<file path="src/mpr_pkg.sv">
// ----------------------------------------------------------------------------
// mpr_pkg
// Types and constants shared by the multidrop packet receiver modules.
// ----------------------------------------------------------------------------
package mpr_pkg;

  localparam int unsigned CFG_INDEX_W = 8;

  localparam logic [CFG_INDEX_W-1:0] CFG_STATION_ADDRESS = 8'd0;
  localparam logic [CFG_INDEX_W-1:0] CFG_ERROR_LIMIT     = 8'd1;

  localparam logic [7:0] STATION_ADDRESS_RESET = 8'd1;
  localparam logic [7:0] ERROR_LIMIT_RESET     = 8'd5;
  localparam logic [7:0] TALLY_MAX             = 8'hFF;

  typedef enum logic [2:0] {
    PH_IDLE    = 3'd0,
    PH_RX_ADDR = 3'd1,
    PH_TX_ADDR = 3'd2,
    PH_LEN     = 3'd3,
    PH_CMD     = 3'd4,
    PH_ARGS    = 3'd5,
    PH_ERROR   = 3'd6
  } phase_t;

  typedef struct packed {
    logic [7:0] station_address;
    logic [7:0] error_limit;
  } cfg_t;

  typedef struct packed {
    logic [7:0] rx_byte;
    logic       address_mark;
  } item_t;

  typedef struct packed {
    logic       byte_valid;
    logic [8:0] byte_index;
    logic [7:0] byte_value;
    logic       frame_done;
    logic       in_error;
    logic       limit_hit;
  } result_t;

endpackage

</file>
<file path="src/mpr_cfg_regs.sv">
// ----------------------------------------------------------------------------
// mpr_cfg_regs
// Configuration register file: station address and error limit.
// ----------------------------------------------------------------------------
module mpr_cfg_regs (
  input  logic                           clk,
  input  logic                           rst,
  input  logic                           cfg_valid,
  output logic                           cfg_ready,
  input  logic [mpr_pkg::CFG_INDEX_W-1:0] cfg_index,
  input  logic [7:0]                     cfg_data,
  output mpr_pkg::cfg_t                  cfg
);
  import mpr_pkg::*;

  assign cfg_ready = 1'b1;

  always_ff @(posedge clk) begin
    if (rst) begin
      cfg.station_address <= STATION_ADDRESS_RESET;
      cfg.error_limit     <= ERROR_LIMIT_RESET;
    end else if (cfg_valid && cfg_ready) begin
      case (cfg_index)
        CFG_STATION_ADDRESS: cfg.station_address <= cfg_data;
        CFG_ERROR_LIMIT:     cfg.error_limit     <= cfg_data;
        default: ;
      endcase
    end
  end

endmodule

</file>
<file path="src/mpr_frame_fsm.sv">
// ----------------------------------------------------------------------------
// mpr_frame_fsm
// Frame state and the per-byte update that yields one result.
// ----------------------------------------------------------------------------
module mpr_frame_fsm (
  input  logic             clk,
  input  logic             rst,
  input  logic             step,
  input  mpr_pkg::item_t   item,
  input  mpr_pkg::cfg_t    cfg,
  output mpr_pkg::result_t result
);
  import mpr_pkg::*;

  phase_t     phase, phase_next;
  logic [7:0] args_left, args_left_next;
  logic [8:0] write_pos, write_pos_next;
  logic [7:0] error_tally, error_tally_next;

  always_ff @(posedge clk) begin
    if (rst) begin
      phase       <= PH_IDLE;
      args_left   <= '0;
      write_pos   <= '0;
      error_tally <= '0;
    end else if (step) begin
      phase       <= phase_next;
      args_left   <= args_left_next;
      write_pos   <= write_pos_next;
      error_tally <= error_tally_next;
    end
  end

  always_comb begin
    logic       match;
    logic       store;
    logic [8:0] pos;
    match            = (item.rx_byte == cfg.station_address);
    store            = 1'b0;
    phase_next       = phase;
    args_left_next   = args_left;
    pos              = write_pos;
    error_tally_next = error_tally;
    result           = '0;

    if (item.address_mark) begin
      case (phase)
        PH_IDLE: begin
          if (match) begin
            phase_next = PH_RX_ADDR;
            pos        = '0;
          end
        end
        PH_ERROR: begin
          if (match) begin
            phase_next = PH_RX_ADDR;
            pos        = '0;
          end else if (error_tally != TALLY_MAX) begin
            error_tally_next = error_tally + 8'd1;
          end
        end
        default: phase_next = PH_ERROR;
      endcase
    end

    case (phase_next)
      PH_RX_ADDR: begin
        store      = 1'b1;
        phase_next = PH_TX_ADDR;
      end
      PH_TX_ADDR: begin
        store      = 1'b1;
        phase_next = PH_LEN;
      end
      PH_LEN: begin
        store          = 1'b1;
        args_left_next = item.rx_byte;
        phase_next     = PH_CMD;
      end
      PH_CMD: begin
        store      = 1'b1;
        phase_next = PH_ARGS;
      end
      PH_ARGS: begin
        store          = 1'b1;
        args_left_next = args_left - 8'd1;
      end
      PH_IDLE, PH_ERROR: ;
      default: phase_next = PH_IDLE;
    endcase

    write_pos_next = pos;
    if (store) begin
      result.byte_valid = 1'b1;
      result.byte_index = pos;
      result.byte_value = item.rx_byte;
      write_pos_next    = pos + 9'd1;
    end

    if (phase_next == PH_ARGS && args_left_next == 8'd0) begin
      result.frame_done = 1'b1;
      phase_next        = PH_IDLE;
      error_tally_next  = '0;
    end else if (error_tally_next >= cfg.error_limit) begin
      result.limit_hit = 1'b1;
      phase_next       = PH_IDLE;
      error_tally_next = '0;
    end

    result.in_error = (phase_next == PH_ERROR);
  end

endmodule

</file>
<file path="src/mpr_out_reg.sv">
// ----------------------------------------------------------------------------
// mpr_out_reg
// Result register feeding the master stream side.
// ----------------------------------------------------------------------------
module mpr_out_reg (
  input  logic             clk,
  input  logic             rst,
  input  logic             load,
  input  mpr_pkg::result_t result,
  output logic             free,
  output logic             m_axis_tvalid,
  input  logic             m_axis_tready,
  output logic [23:0]      m_axis_tdata,  // byte_index[8:0], byte_value[16:9], zero pad
  output logic [2:0]       m_axis_tuser,  // byte_valid[0], in_error[1], limit_hit[2]
  output logic             m_axis_tlast   // frame_done
);
  import mpr_pkg::*;

  result_t held;

  assign free = !m_axis_tvalid || m_axis_tready;

  always_ff @(posedge clk) begin
    if (rst) begin
      m_axis_tvalid <= 1'b0;
    end else if (free) begin
      m_axis_tvalid <= load;
    end
  end

  always_ff @(posedge clk) begin
    if (free && load) begin
      held <= result;
    end
  end

  assign m_axis_tdata = {7'd0, held.byte_value, held.byte_index};
  assign m_axis_tuser = {held.limit_hit, held.in_error, held.byte_valid};
  assign m_axis_tlast = held.frame_done;

endmodule

</file>
<file path="src/multidrop_packet_receiver_top.sv">
// ----------------------------------------------------------------------------
// multidrop_packet_receiver_top
// Multidrop 9-bit-address frame receiver with stream input and output.
// ----------------------------------------------------------------------------
// Accepts one received byte per clock while m_axis_tready does not stall the
// result side, and returns exactly one result per byte through the input
// register, then the result register; the frame state update between them is
// combinational. s_axis_tready follows m_axis_tready combinationally when both
// stages hold data. Configuration writes are always ready and take effect on
// the next cycle; write them only while no byte is in flight.
module multidrop_packet_receiver_top (
  input  logic                            clk,
  input  logic                            rst,
  input  logic                            s_axis_tvalid,
  output logic                            s_axis_tready,
  input  logic [7:0]                      s_axis_tdata,  // rx_byte[7:0]
  input  logic [0:0]                      s_axis_tuser,  // address_mark[0]
  output logic                            m_axis_tvalid,
  input  logic                            m_axis_tready,
  output logic [23:0]                     m_axis_tdata,  // byte_index[8:0], byte_value[16:9]
  output logic [2:0]                      m_axis_tuser,  // byte_valid, in_error, limit_hit
  output logic                            m_axis_tlast,  // frame_done
  input  logic                            cfg_valid,
  output logic                            cfg_ready,
  input  logic [mpr_pkg::CFG_INDEX_W-1:0] cfg_index,
  input  logic [7:0]                      cfg_data
);
  import mpr_pkg::*;

  cfg_t    cfg;
  item_t   in_item;
  logic    in_valid;
  logic    out_free;
  logic    step;
  result_t result;

  mpr_cfg_regs u_cfg (
    .clk       (clk),
    .rst       (rst),
    .cfg_valid (cfg_valid),
    .cfg_ready (cfg_ready),
    .cfg_index (cfg_index),
    .cfg_data  (cfg_data),
    .cfg       (cfg)
  );

  assign step          = in_valid && out_free;
  assign s_axis_tready = !in_valid || out_free;

  always_ff @(posedge clk) begin
    if (rst) begin
      in_valid <= 1'b0;
    end else if (s_axis_tready) begin
      in_valid <= s_axis_tvalid;
    end
  end

  always_ff @(posedge clk) begin
    if (s_axis_tready && s_axis_tvalid) begin
      in_item.rx_byte      <= s_axis_tdata;
      in_item.address_mark <= s_axis_tuser[0];
    end
  end

  mpr_frame_fsm u_fsm (
    .clk    (clk),
    .rst    (rst),
    .step   (step),
    .item   (in_item),
    .cfg    (cfg),
    .result (result)
  );

  mpr_out_reg u_out (
    .clk           (clk),
    .rst           (rst),
    .load          (step),
    .result        (result),
    .free          (out_free),
    .m_axis_tvalid (m_axis_tvalid),
    .m_axis_tready (m_axis_tready),
    .m_axis_tdata  (m_axis_tdata),
    .m_axis_tuser  (m_axis_tuser),
    .m_axis_tlast  (m_axis_tlast)
  );

endmodule

</file>
<file path="config.mk">
export PLATFORM = sky130hd
export DESIGN_NAME = multidrop_packet_receiver_top
export DESIGN_NICKNAME = d
export VERILOG_FILES = /design/src/mpr_pkg.sv /design/src/mpr_cfg_regs.sv /design/src/mpr_frame_fsm.sv /design/src/mpr_out_reg.sv /design/src/multidrop_packet_receiver_top.sv
export SDC_FILE = /design/constraint.sdc
export NUM_CORES = 1
export LEC_CHECK = 0
export BUFFER_PORTS_ARGS = -buffer_cell sky130_fd_sc_hd__buf_4
export CORE_MARGIN = 5
export CORE_UTILIZATION = 40
export CTS_CLUSTER_SIZE = 24
export DETAILED_ROUTE_END_ITERATION = 7
export PLACE_DENSITY = 0.66
export RECOVER_POWER = 100
export SETUP_SLACK_MARGIN = 0.5
export SLEW_MARGIN = 20
export SYNTH_ARGS = -nofsm -noshare
export SYNTH_HDL_FRONTEND = slang
export SYNTH_SLANG_ARGS = --single-unit
</file>
<file path="constraint.sdc">
create_clock -name clk -period 4.6 [get_ports clk]
set_input_delay 0.46 -clock clk [delete_from_list [all_inputs] [get_ports clk]]
set_output_delay 0.46 -clock clk [all_outputs]
set_load 0.03 [all_outputs]
</file>
==> flow_summary.json <==
{
  "ys_ff_latch": 76,
  "num_rows": 36,
  "p_sw_mw": 0.336,
  "ctsLongestPathBuffers": 2,
  "cts_resized": 0,
  "critPathLaunchType": "flop",
  "ant_nets": 0,
  "slew_viol_final": 0,
  "critPathArrivalTime_ns": 4.15,
  "clock-sinks": 76,
  "htree_levels": 3,
  "internal_power_mw": 1.06,
  "swShare_pct": 24.1,
  "ys_warn_count": 0,
  "dieArea_um2": 12300,
  "post-route-min-period_ns": 3.90,
  "peakVddDrop_mv": 0.116,
  "whs_path_depth": 1,
  "ys_seq_area_share_pct": 44.8,
  "root_buffer": "clkbuf_8",
  "drt-initial-drc-count": 199,
  "cts_tree": "yes",
  "die_x_um": 111,
  "pwr-share-clk_pct": 39.5,
  "hold_buffers": 0,
  "final_nets": 518,
  "clk_pin_slew_ns": 0.08,
  "max_cap_violations": 0,
  "antenna_cells": 0,
  "gp_congestion": 0.902,
  "setup_tns_ns": 0,
  "r2r_cells": 12,
  "ys_types": 67,
  "nFillCells": 941,
  "finalHoldViolations": 0,
  "p_leak_nw": 1.67,
  "drt-wirelength-per-cell_um": 15.4,
  "ys.flop_type": "dfxtp_1",
  "worstPathMaxFanout": 6,
  "finalCritPeriodShare_pct": 84.9,
  "dr.pass1.iters": 5,
  "insertion_delay_ns": 0.36,
  "pin_count": 61,
  "rsz0062_at_grt": "false",
  "start_util_pct": 41.2,
  "grt_max_degree": 38,
  "antenna_found_initial": 0,
  "max_freq_mhz": 256,
  "synth.avg_cell_area_um2": 9.44,
  "p_per_area_nw_per_um2": 300,
  "synthArstFlopShare_pct": 0,
  "drc_errors": 0,
  "grt_pass1_wl_um": 16200,
  "syn_area_um2": 4070,
  "synthCells": 431,
  "synth_edf_count": 30,
  "endpoint_kind": "flop",
  "worstMarginPinSlew_ns": 1.05,
  "cts_made_buffers": 9,
  "layout_setup_ws_ns": 0.695,
  "crit_type": "flop to flop",
  "drive_gt1_share_pct": 11.0,
  "relSlewSlack_pct": 29.2,
  "dp_slack_ns": 0.976,
  "grt_usage_pct": 16.0,
  "finalSetupViolCount": 0,
  "die_h_um": 111,
  "grt_pass1_vias": 3273,
  "via_per_inst": 5.37,
  "placeableCoreArea_um2": 9860,
  "dp_hpwl_um": 6900,
  "syn_to_final_growth_pct": 14.1,
  "final.setup_skew_ns": 0.0109,
  "totalWireLength_um": 9480,
  "power.share.combinational_pct": 8.2,
  "hold_path_class": "primary input to flop",
  "grt.overflow.total": 0,
  "place.port_buffers": 52,
  "vias": 3304,
  "status": "finished, final reports clean",
  "post-cts-setup-buffers": 0,
  "power.share.sequential_pct": 52.3,
  "crit_required_ns": 4.85
}
[cell type report]
type	count	area, µm²	area share [%]
sequential	76	1820	39.2
inverter	17	63.8	1.37
multi-input combinational	313	2040	43.8
timing repair buffer	60	349	7.52
clock buffer	11	131	2.83
tap	133	166	3.58
clock inverter	5	76.3	1.64
[cells in the mapped netlist (all sizes together), types with 12 or more instances]
library cell	number	area share, %
nor2	44	4.1
o21ai	13	1.6
dfxtp	46	23
clkbuf	19	1.8
buf	12	2.1
nand2	35	3.2
inv	17	1.6
xor2	15	3.2
edfxtp	30	22
a21oi	16	2.0
and2	12	1.8
nor2b	15	2.3
mux2i	17	4.2
[state kept, by name, summed over array words and instances, names as in the netlist]
signal               flops
u_fsm.args_left          8
u_out.m_axis_tdata      17
u_out.m_axis_tlast       1
u_fsm.phase              3
in_item                  9
u_fsm.write_pos          9
u_out.m_axis_tuser       3
in_valid                 1
u_cfg.cfg               16
u_fsm.error_tally        8
u_out.m_axis_tvalid      1
[worst max-delay path, cell delays in order, from the launching register on]
cell and delay, ns:
edfxtp_1 0.44, xor2_1 0.17, nor4_1 0.52, a211oi_1 0.29, nand3_1 0.17, mux2_1 0.37
ha_1 0.21, a2111o_1 0.36, nor2_1 0.08, o21ai_0 0.09, o211ai_1 0.21, o311ai_0 0.43
o41ai_1 0.45
[power groups by stage]
| stage | clock (mW) | sequential [mW] | combinational, mW |
|---|---|---|---|
| after floorplan | 0 | 0.759 | 0.0625 |
| after global placement | 0 | 0.743 | 0.123 |
| after detailed placement | 0 | 0.743 | 0.123 |
| after CTS | 0.562 | 0.728 | 0.124 |
| after global routing | 0.592 | 0.730 | 0.124 |
| final | 0.550 | 0.727 | 0.114 |
[worst paths after layout]
path,start,endpoint,slack (ns)
setup / recovery,in_item[4],u_fsm.phase[0],0.70
hold / removal,s_axis_tdata[5],in_item[6],0.30
setup reg to reg,in_item[4],u_fsm.phase[0],0.70
hold reg to reg,u_cfg.cfg[0],u_cfg.cfg[0],0.49
[layer usage]
layer	vias to the layer above	wire, µm	global-route usage (%)
met5	-	0	0
met4	0	220	7.55
met3	20	619	3.49
met2	102	4560	26.7
met1	1549	4080	19.6
li1	1633	-	-
[per-stage QoR]
| stage | utilization, % | hold WS, ns | cells | instance area (µm²) | power [mW] |
|---|---|---|---|---|---|
| 5_1_grt | 47.1 | 0.282 | 615 | 4640 | 1.45 |
| 6_report | 47.1 | 0.297 | 615 | 4640 | 1.39 |
| 4_1_cts | 48.2 | 0.262 | 615 | 4760 | 1.41 |
| 3_3_place_gp | 46.1 | 0.457 | 599 | 4550 | 0.865 |
| 2_1_floorplan | - | 0.445 | 437 | 4090 | 0.821 |
| 3_5_place_dp | 46.1 | 0.478 | 599 | 4550 | 0.866 |
[cell families after synthesis]
family / count (synthesis) / share of synthesized area (%)
flops: 76 / 44.8
buf+inv: 48 / 5.41
compound gates: 78 / 13.8
mux: 20 / 5.01
simple gates: 174 / 22.6
fa+ha+maj: 12 / 3.63
other cells: 2 / 0.185
xor+xnor: 21 / 4.52
[cells in the final DEF, fill, tap and decap left out, types with 5 or more instances in the layout]
cell and count:
clkbuf_8 9, nor2_1 44, nand3_1 11, buf_4 23, xor2_1 15, a21oi_1 16
a211oi_1 8, nand2_1 35, inv_1 17, conb_1 8, and2_0 8, a32o_1 5
nor2b_1 15, o21ai_0 12, xnor2_1 6, nor4_1 7, clkbuf_4 10, mux2i_1 17
clkbuf_1 29, dfxtp_1 46, ha_1 11, nand2b_1 11, a31oi_1 6, nor3_1 9
edfxtp_1 30
Note: power is estimated with default switching activity, not from simulation.
